[src/hdl/shortest_common_supersequence_unit_assert.svh]
// assertion helpers shared by the rtl files
`ifndef SHORTEST_COMMON_SUPERSEQUENCE_UNIT_ASSERT_SVH
`define SHORTEST_COMMON_SUPERSEQUENCE_UNIT_ASSERT_SVH

// condition must hold in the same cycle
`define SCS_ASSERT_SAME(label, clk, rst, ante, cons, msg) \
   label: assert property (@(posedge clk) disable iff (rst) (ante) |-> (cons)) \
      else $error(msg);

// condition must hold in the next cycle
`define SCS_ASSERT_NEXT(label, clk, rst, ante, cons, msg) \
   label: assert property (@(posedge clk) disable iff (rst) (ante) |=> (cons)) \
      else $error(msg);

`endif

[src/hdl/scs_pkg.sv]
package scs_pkg;

   localparam int SYM_W       = 8;
   localparam int KIND_W      = 2;
   localparam int SRC_W       = 2;
   localparam int QUEUE_DEPTH = 2;
   localparam int QUEUE_PTR_W = 1;
   localparam int QUEUE_CNT_W = 2;

   // request kinds as they arrive on the port
   localparam logic [KIND_W-1:0] KIND_FIRST  = 2'd0;
   localparam logic [KIND_W-1:0] KIND_SECOND = 2'd1;
   localparam logic [KIND_W-1:0] KIND_RUN    = 2'd2;

   typedef enum logic [1:0] {
      OP_LOAD_FIRST,
      OP_LOAD_SECOND,
      OP_RUN
   } op_type;

   typedef enum logic [SRC_W-1:0] {
      SRC_COMMON = 2'd0,
      SRC_FIRST  = 2'd1,
      SRC_SECOND = 2'd2
   } src_type;

   typedef enum logic [2:0] {
      ST_IDLE,
      ST_FILL_RD,
      ST_FILL_WR,
      ST_TRACE_RD,
      ST_TRACE_EMIT,
      ST_EMPTY
   } engine_state_type;

   typedef struct packed {
      op_type           op;
      logic [SYM_W-1:0] symbol;
   } cmd_type;

   typedef struct packed {
      logic    valid;
      cmd_type cmd;
   } head_type;

endpackage

[src/hdl/scs_ifc.sv]
interface scs_req_if import scs_pkg::*; ();
   logic              valid;
   logic              ready;
   logic [KIND_W-1:0] kind;
   logic [SYM_W-1:0]  symbol;

   modport source (output valid, output kind, output symbol, input ready);
   modport sink   (input valid, input kind, input symbol, output ready);
endinterface


[src/hdl/scs_front.sv]
`include "shortest_common_supersequence_unit_assert.svh"

module scs_front import scs_pkg::*; (
   input  logic      clock,
   input  logic      reset,
   scs_req_if.sink   req,
   input  logic      pop,
   output head_type  head
);

   cmd_type                q_ff [0:QUEUE_DEPTH-1];
   logic [QUEUE_PTR_W-1:0] wr_ptr_ff, wr_ptr_in;
   logic [QUEUE_PTR_W-1:0] rd_ptr_ff, rd_ptr_in;
   logic [QUEUE_CNT_W-1:0] count_ff, count_in;
   logic                   keep;
   logic                   push;
   op_type                 op;

   // decode kind, unused code is swallowed
   always_comb begin
      keep = 1'b1;
      op   = OP_RUN;
      case (req.kind)
         KIND_FIRST:  op = OP_LOAD_FIRST;
         KIND_SECOND: op = OP_LOAD_SECOND;
         KIND_RUN:    op = OP_RUN;
         default:     keep = 1'b0;
      endcase
   end

   assign req.ready = (count_ff != QUEUE_CNT_W'(QUEUE_DEPTH));
   assign push      = req.valid && req.ready && keep;

   always_comb begin
      count_in  = count_ff + QUEUE_CNT_W'(push) - QUEUE_CNT_W'(pop);
      wr_ptr_in = wr_ptr_ff + QUEUE_PTR_W'(push);
      rd_ptr_in = rd_ptr_ff + QUEUE_PTR_W'(pop);
   end

   always_ff @(posedge clock) begin
      if (reset) begin
         count_ff  <= '0;
         wr_ptr_ff <= '0;
         rd_ptr_ff <= '0;
      end else begin
         count_ff  <= count_in;
         wr_ptr_ff <= wr_ptr_in;
         rd_ptr_ff <= rd_ptr_in;
      end
   end

   always_ff @(posedge clock) begin
      if (push) begin
         q_ff[wr_ptr_ff] <= '{op: op, symbol: req.symbol};
      end
   end

   assign head.valid = (count_ff != '0);
   assign head.cmd   = q_ff[rd_ptr_ff];

   `SCS_ASSERT_SAME(a_queue_bound, clock, reset, 1'b1, (count_ff <= QUEUE_CNT_W'(QUEUE_DEPTH)), "queue count above depth")
   `SCS_ASSERT_SAME(a_pop_nonempty, clock, reset, pop, (count_ff != '0), "pop from empty queue")

endmodule

[src/flat_wrapper.sv]
// flat-port wrapper written by rule: the top's interface ports become plain ports
module scs_front_flat import scs_pkg::*;
  (clock, reset, pop, head, req_valid, req_kind, req_symbol, req_ready);
  scs_req_if req_i ();
  input  logic clock;
  input  logic reset;
  input  logic pop;
  output head_type head;
  input wire logic [$bits(req_i.valid)-1:0] req_valid;
  input wire logic [$bits(req_i.kind)-1:0] req_kind;
  input wire logic [$bits(req_i.symbol)-1:0] req_symbol;
  output wire logic [$bits(req_i.ready)-1:0] req_ready;
  assign req_i.valid = req_valid;
  assign req_i.kind = req_kind;
  assign req_i.symbol = req_symbol;
  assign req_ready = req_i.ready;
  scs_front u_core (.clock(clock), .reset(reset), .req(req_i), .pop(pop), .head(head));
endmodule
[config.mk]
export PLATFORM = sky130hd
export DESIGN_NAME = scs_front_flat
export DESIGN_NICKNAME = d
export VERILOG_FILES = /design/src/hdl/scs_pkg.sv /design/src/hdl/scs_ifc.sv /design/src/hdl/scs_front.sv /design/src/flat_wrapper.sv
export VERILOG_INCLUDE_DIRS = /design/src /design/src/hdl
export SDC_FILE = /design/constraint.sdc
export NUM_CORES = 1
export LEC_CHECK = 0
export BUFFER_PORTS_ARGS = -buffer_cell sky130_fd_sc_hd__buf_2
export CORE_MARGIN = 4
export CORE_UTILIZATION = 44
export DETAILED_ROUTE_END_ITERATION = 7
export PLACE_DENSITY = 0.72
export SKIP_CTS_REPAIR_TIMING = 1
export SYNTH_ARGS = -nofsm -noshare
export SYNTH_HDL_FRONTEND = slang
export SYNTH_SLANG_ARGS = --single-unit
export TNS_END_PERCENT = 20
[constraint.sdc]
create_clock -name clock -period 1.7 [get_ports clock]
set_clock_uncertainty 0.2 [all_clocks]
set_input_delay 0.425 -clock clock [delete_from_list [all_inputs] [get_ports clock]]
set_output_delay 0.425 -clock clock [all_outputs]
set_load 0.01 [all_outputs]
==> results.py, run 1 <==
metrics = {
    "setup_path": {
        "arrival_ns": 1.25,
        "rr_worst_depth": 4,
        "slowest_stage": "dfxtp_2",
        "path_cells": "buf_8, mux2_4, buf_6",
        "critPathLaunchType": "flip-flop",
        "rr_endpoint": "u_core.q_ff[0][2]",
        "critical_path_required_ns": 1.07,
        "r2r_start": "u_core.count_ff[0]",
        "endpoint_kind": "output pin",
        "regToRegSetupSlack_ns": 0.20,
        "worstPathMaxFanout": 8,
        "path_buf_inv": 2,
        "crit_family": "flip-flops",
        "critPathKind": "reg -> out",
        "slowest_delay_ns": 0.37,
    },
    "routing": {
        "top_layer_used": "met4",
        "via_per_inst": 4.846,
        "dr.pass1.iters": 4,
        "totalWireLength_mm": 1.580,
        "post-route-drc-count": 0,
        "first_iter_violations": 3,
        "vias": 567,
        "met1_length_um": 593,
        "antenna_left": 0,
        "wl_per_cell_um": 13.50,
        "wl_met2_um": 866,
        "met3_length_um": 107,
    },
    "synth": {
        "synth-main-ff-cell": "edfxtp_1",
        "ys_top_cells_by_count": "20 x edfxtp_1, 10 x mux2_2, 4 x dfxtp_1",
        "synthArstFlopShare_pct": 0,
        "synth.avg_cell_area_um2": 16.82,
        "ys_seq_area_share_pct": 72.24,
        "yosysTopAreaCell": "edfxtp_1",
        "synth_top_area_share_pct": 63.75,
        "synthTopCellsByArea": "edfxtp_1 64%, mux2_2 12%, dfxtp_1 8.5%",
        "syn_nets": 72,
        "ys_warn_count": 0,
        "synth.distinct_cells": 20,
        "yosysMostFrequentCell": "edfxtp_1",
        "synth_edf_count": 20,
        "synth_seq_cells": 24,
        "synth_cells": 56,
        "syn-cell-area_um2": 942.2,
    },
    "outcome": {
        "status": "finished with violations",
        "violations": "negative setup slack",
    },
    "power_and_ir_drop": {
        "cellLeakagePower_uw": 0.0005421,
        "p_per_area_nw_per_um2": 1008,
        "pwr-share-comb_pct": 24.6,
        "peakVddDrop_uv": 637.8,
        "clockPowerShare_pct": 21.3,
        "netSwitchingFraction_pct": 23.05,
        "p_int_uw": 1022,
        "p_switching_uw": 306.2,
        "pwr-share-seq_pct": 54.1,
        "power_uw": 1328,
    },
    "final_layout": {
        "drive_above_1_share_pct": 57.78,
        "area_growth_pct": 39.84,
        "n_fill_cell": 149,
        "final_core_util_pct": 65.81,
        "fin_nets": 107,
        "antenna_cells": 0,
        "stdcell_count": 117,
    },
    "floorplanning": {
        "coreArea_um2": 2002,
        "die_h_um": 54.28,
        "dieWidth_um": 54.28,
        "start_util_pct": 47.06,
        "rows": 16,
        "die_area_um2": 2946,
        "io_pins": 26,
    },
    "sta": {
        "finalHoldViolCount": 0,
        "finalCritPeriodShare_pct": 110.2,
        "slew_viol_final": 0,
        "max_freq_mhz": 533.7,
        "rsz0062_at_grt": "yes",
        "setup_ws_ns": -0.1736,
        "fin_setup_tns_ns": -1.613,
        "setup_viol": 10,
        "period_minus_slack_ns": 1.874,
        "worst_pin_slew_ns": 0.1886,
        "relSlewSlack_pct": 87.38,
    },
    "global_route": {
        "grt_overflow": 0,
        "grt_pass1_vias": 587,
        "grt_max_degree": 14,
        "grt_pass1_wl_mm": 2.435,
        "grt_usage_pct": 11.90,
        "antenna_found_initial": 0,
    },
    "placement": {
        "hpwl_mm": 1.144,
        "dp.cells": 113,
        "gp_congestion": 0.6568,
        "portBuffers": 25,
        "pre_cts_slack_ns": 0.007947,
    },
    "clocking": {
        "cts_tree": "done",
        "cts-root-buf": "clkbuf_4",
        "insertion_delay_ns": 0.30,
        "cts_buffer_depth": 2,
        "cts.sinks": 24,
        "cts_inserted_buffers": 3,
        "clk_pin_slew_ns": 0.12,
        "htreeDepth": 1,
    },
    "hold_path": {
        "min_to": "u_core.q_ff[0][4]",
        "hp-start": "req_symbol[4]",
        "hold_depth": 1,
        "hold_path.class": "in -> reg",
    },
    "flow_run": {
        "max_cap_violations": 0,
    },
}
-- how the worst max path moves through the flow --
| stage | depth (start not counted) | start | slack (ns) | end |
|---|---|---|---|---|
| floorplan | 3 | req_valid | 0.04 | u_core.q_ff[0][0] |
| global placement | 5 | req_kind[1] | 0.04 | u_core.q_ff[0][8] |
| detailed placement | 5 | req_kind[1] | 0.008 | u_core.q_ff[0][3] |
| CTS | 3 | u_core.rd_ptr_ff | -0.25 | head[5] |
| global route | 3 | u_core.rd_ptr_ff | -0.23 | head[5] |
| finish | 3 | u_core.rd_ptr_ff | -0.17 | head[5] |
-- per-layer routing --
metal / vias to the layer above / track usage, %
li1: 272 / -
met1: 276 / 12.39
met2: 17 / 22.51
met3: 2 / 2.725
met4: 0 / 4.979
met5: - / 0
-- logic make-up after synthesis --
family	synth area share, %
buf+inv	2.390
flops	72.25
simple gates	5.581
fa+ha+maj	2.656
compound gates	3.320
xor+xnor	1.860
mux	11.95
-- metrics by stage --
step,hold slack [ns],cell area [µm²]
2_1_floorplan,0.2917,942.2
3_3_place_gp,0.3548,1155
3_5_place_dp,0.3818,1155
4_1_cts,0.09876,1191
5_1_grt,0.07863,1318
6_report,0.1089,1318
-- layout by cell type, fill, tap and decap left out, drive strengths merged --
master  instances
nand2b          1
nor3b           1
mux2           10
and2            1
buf            32
edfxtp         20
or2             1
nand4           1
nor2            2
a31oi           2
o21a            1
xnor2           1
clkbuf          4
and3            1
ha              2
nor2b           1
xor2            1
inv             3
dfxtp           4
a21boi          1
-- flip-flops by register name, indices dropped and copies added, names as in the netlist --
signal and cells:
u_core.count_ff 2, u_core.q_ff 20, u_core.rd_ptr_ff 1, u_core.wr_ptr_ff 1
-- cell type report --
type,instances,area (µm²),area share (%)
clock buffer,4,36.28,2.754
sequential,24,684.4,51.95
multi-input combinational,27,281.5,21.37
tap,27,33.78,2.564
inverter,3,11.26,0.8547
timing repair buffer,32,270.3,20.51
-- power by group through the flow --
stage	sequential (µW)	clock, µW	combinational [µW]
6_report	719	282	327
5_1_grt	723	330	356
4_1_cts	712	295	250
3_5_place_dp	725	0	248
3_3_place_gp	723	0	243
2_1_floorplan	720	0	144
Power figures use the tool's default switching activity.
==> inputs of run 2 (changes only) <==
==> constraint.sdc (replaced) <==
create_clock -name clock -period 1.7 [get_ports clock]
set_clock_uncertainty 0.2 [all_clocks]
set_input_delay 0.085 -clock clock [delete_from_list [all_inputs] [get_ports clock]]
set_output_delay 0.085 -clock clock [all_outputs]
set_load 0.01 [all_outputs]
==> run 2 against run 1 <==
The run now ends clean. Die area is the same. Utilization shrank 2.2 points. Via count grew 6.5%. Critical path type is now in -> reg. Non-clock buffer count grew 10. First-iteration DRC count grew to 7.3 times the previous value. Final area shrank 3.3%. Wire length grew 3.6%.
==> results.py, run 2 (synthesis results as in run 1) <==
metrics = {
    "final_layout": {
        "layout_commonest_cell": "buf_2",
        "stdcell_area_um2": 1274,
        "antenna_cells": 0,
        "layout_common_cells": "25 x buf_2, 20 x edfxtp_1, 12 x dlygate4sd3_1, 10 x mux2_2, 5 x buf_4",
        "area_growth_pct": 35.19,
        "stdcell_count": 127,
        "fin_nets": 117,
        "drive_above_1_share_pct": 45.00,
        "largest_reg_flops": 20,
        "regMostFlops": "u_core.q_ff",
        "top_regs": "u_core.q_ff x20, u_core.count_ff x2",
    },
    "floorplanning": {
        "start_util_pct": 47.06,
        "coreArea_um2": 2002,
        "die_h_um": 54.28,
        "die_area_um2": 2946,
        "dieWidth_um": 54.28,
        "io_pins": 26,
        "rows": 16,
    },
    "power_and_ir_drop": {
        "peakVddDrop_uv": 710.0,
        "p_per_area_nw_per_um2": 949.4,
        "cellLeakagePower_uw": 0.0005086,
    },
    "routing": {
        "via_per_inst": 4.756,
        "antenna_left": 0,
        "first_iter_violations": 22,
        "vias": 604,
        "wl_per_cell_um": 12.89,
        "totalWireLength_mm": 1.637,
        "post-route-drc-count": 0,
        "dr.pass1.iters": 4,
    },
    "placement": {
        "gp_congestion": 0.7131,
        "portBuffers": 25,
        "hpwl_mm": 1.201,
        "place_area_um2": 1127,
        "dp.cells": 111,
    },
    "setup_path": {
        "path_buf_inv": 3,
        "path_cells": "dlygate4sd3_1, buf_2, a21boi_2, and2_1, ha_1, buf_4",
        "critical_path_required_ns": 1.53,
        "crit_start": "req_kind[0]",
        "arrival_ns": 1.48,
        "slowest_stage": "dlygate4sd3_1",
        "critPathKind": "in -> reg",
        "slowest_delay_ns": 0.53,
        "endpoint_kind": "flip-flop",
        "worstPathMaxFanout": 5,
        "r2r_start": "u_core.count_ff[0]",
        "critPathLaunchType": "input port",
        "crit_family": "buffers and inverters",
    },
    "flow_run": {
        "max_cap_violations": 0,
    },
    "sta": {
        "max_freq_mhz": 605.8,
        "setup_viol": 0,
        "worst_pin_slew_ns": 0.2234,
        "finalHoldViolCount": 0,
        "period_minus_slack_ns": 1.651,
        "finalCritPeriodShare_pct": 97.11,
        "slew_viol_final": 0,
        "relSlewSlack_pct": 85.02,
    },
    "clocking": {
        "clk_pin_slew_ns": 0.12,
        "cts_tree": "done",
        "cts_inserted_buffers": 3,
        "htreeDepth": 1,
        "cts-root-buf": "clkbuf_4",
        "cts.sinks": 24,
        "cts_buffer_depth": 2,
        "insertion_delay_ns": 0.30,
    },
    "global_route": {
        "grt_max_degree": 14,
        "grt_pass1_vias": 573,
        "grt_pass1_wl_mm": 2.428,
        "grt_usage_pct": 12.20,
        "antenna_found_initial": 0,
        "grt_overflow": 0,
    },
    "outcome": {
        "status": "completed",
    },
    "hold_path": {
        "hold_path.class": "in -> reg",
        "hp-start": "req_kind[1]",
    },
}
-- run 2: cell types whose count changed in the layout (fill, tap and decap cells not counted), moves of 3 or more --
cell	before	now
buf_2	14	25
dfxtp_1	1	4
dlygate4sd3_1	0	12
buf_6	12	0
mux2_2	0	10
mux2_4	10	0
dfxtp_2	3	0
-- run 2: path summary, 6_finish.rpt --
kind / endpoint / slack (ns) / cells after the start
setup / recovery: u_core.q_ff[0][7] / 0.05 / 6
hold / removal: u_core.count_ff[1] / 0.01 / 4
setup reg to reg: u_core.q_ff[0][7] / 0.15 / 4
hold reg to reg: u_core.wr_ptr_ff / 0.39 / 3
-- run 2: routing by layer --
layer	global-route usage [%]	wire length, µm	up-vias
li1	-	-	296
met1	13.50	727	281
met2	21.71	791	23
met3	2.725	92	4
met4	6.224	25	0
met5	0	0	-
-- run 2: worst reg2reg max path: stages, from the launching register on --
cell and delay, ns:
dfxtp_1 0.35, nand2b_1 0.22, and2_1 0.19, ha_1 0.17, buf_4 0.15
-- run 2: stage by stage --
stage	hold slack [ns]	util [%]	TNS, ns	worst slack [ns]	power [µW]
3_5_place_dp	0.07990	56.31	0	0.1715	965.1
5_1_grt	0.05517	63.63	-0.002094	-0.0008566	1284
4_1_cts	-0.2440	57.63	0	0.1018	1200
6_report	0.01402	63.63	0	0.04920	1209
3_3_place_gp	0.07698	56.31	0	0.2464	955.9
2_1_floorplan	-0.04831	-	0	0.1020	864.0
-- run 2: final cells by class --
type / count / area, µm²
inverter: 3 / 11.26
fill: 164 / 728.2
clock inverter: 1 / 3.754
multi-input combinational: 27 / 239.0
timing repair buffer: 42 / 282.8
tap: 27 / 33.78
clock buffer: 3 / 22.52
sequential: 24 / 680.7
-- run 2: power breakdown --
group          switching, µW  internal [µW]
clock                    153           85.7
combinational            125            134
sequential              16.1            695
total                    294            915
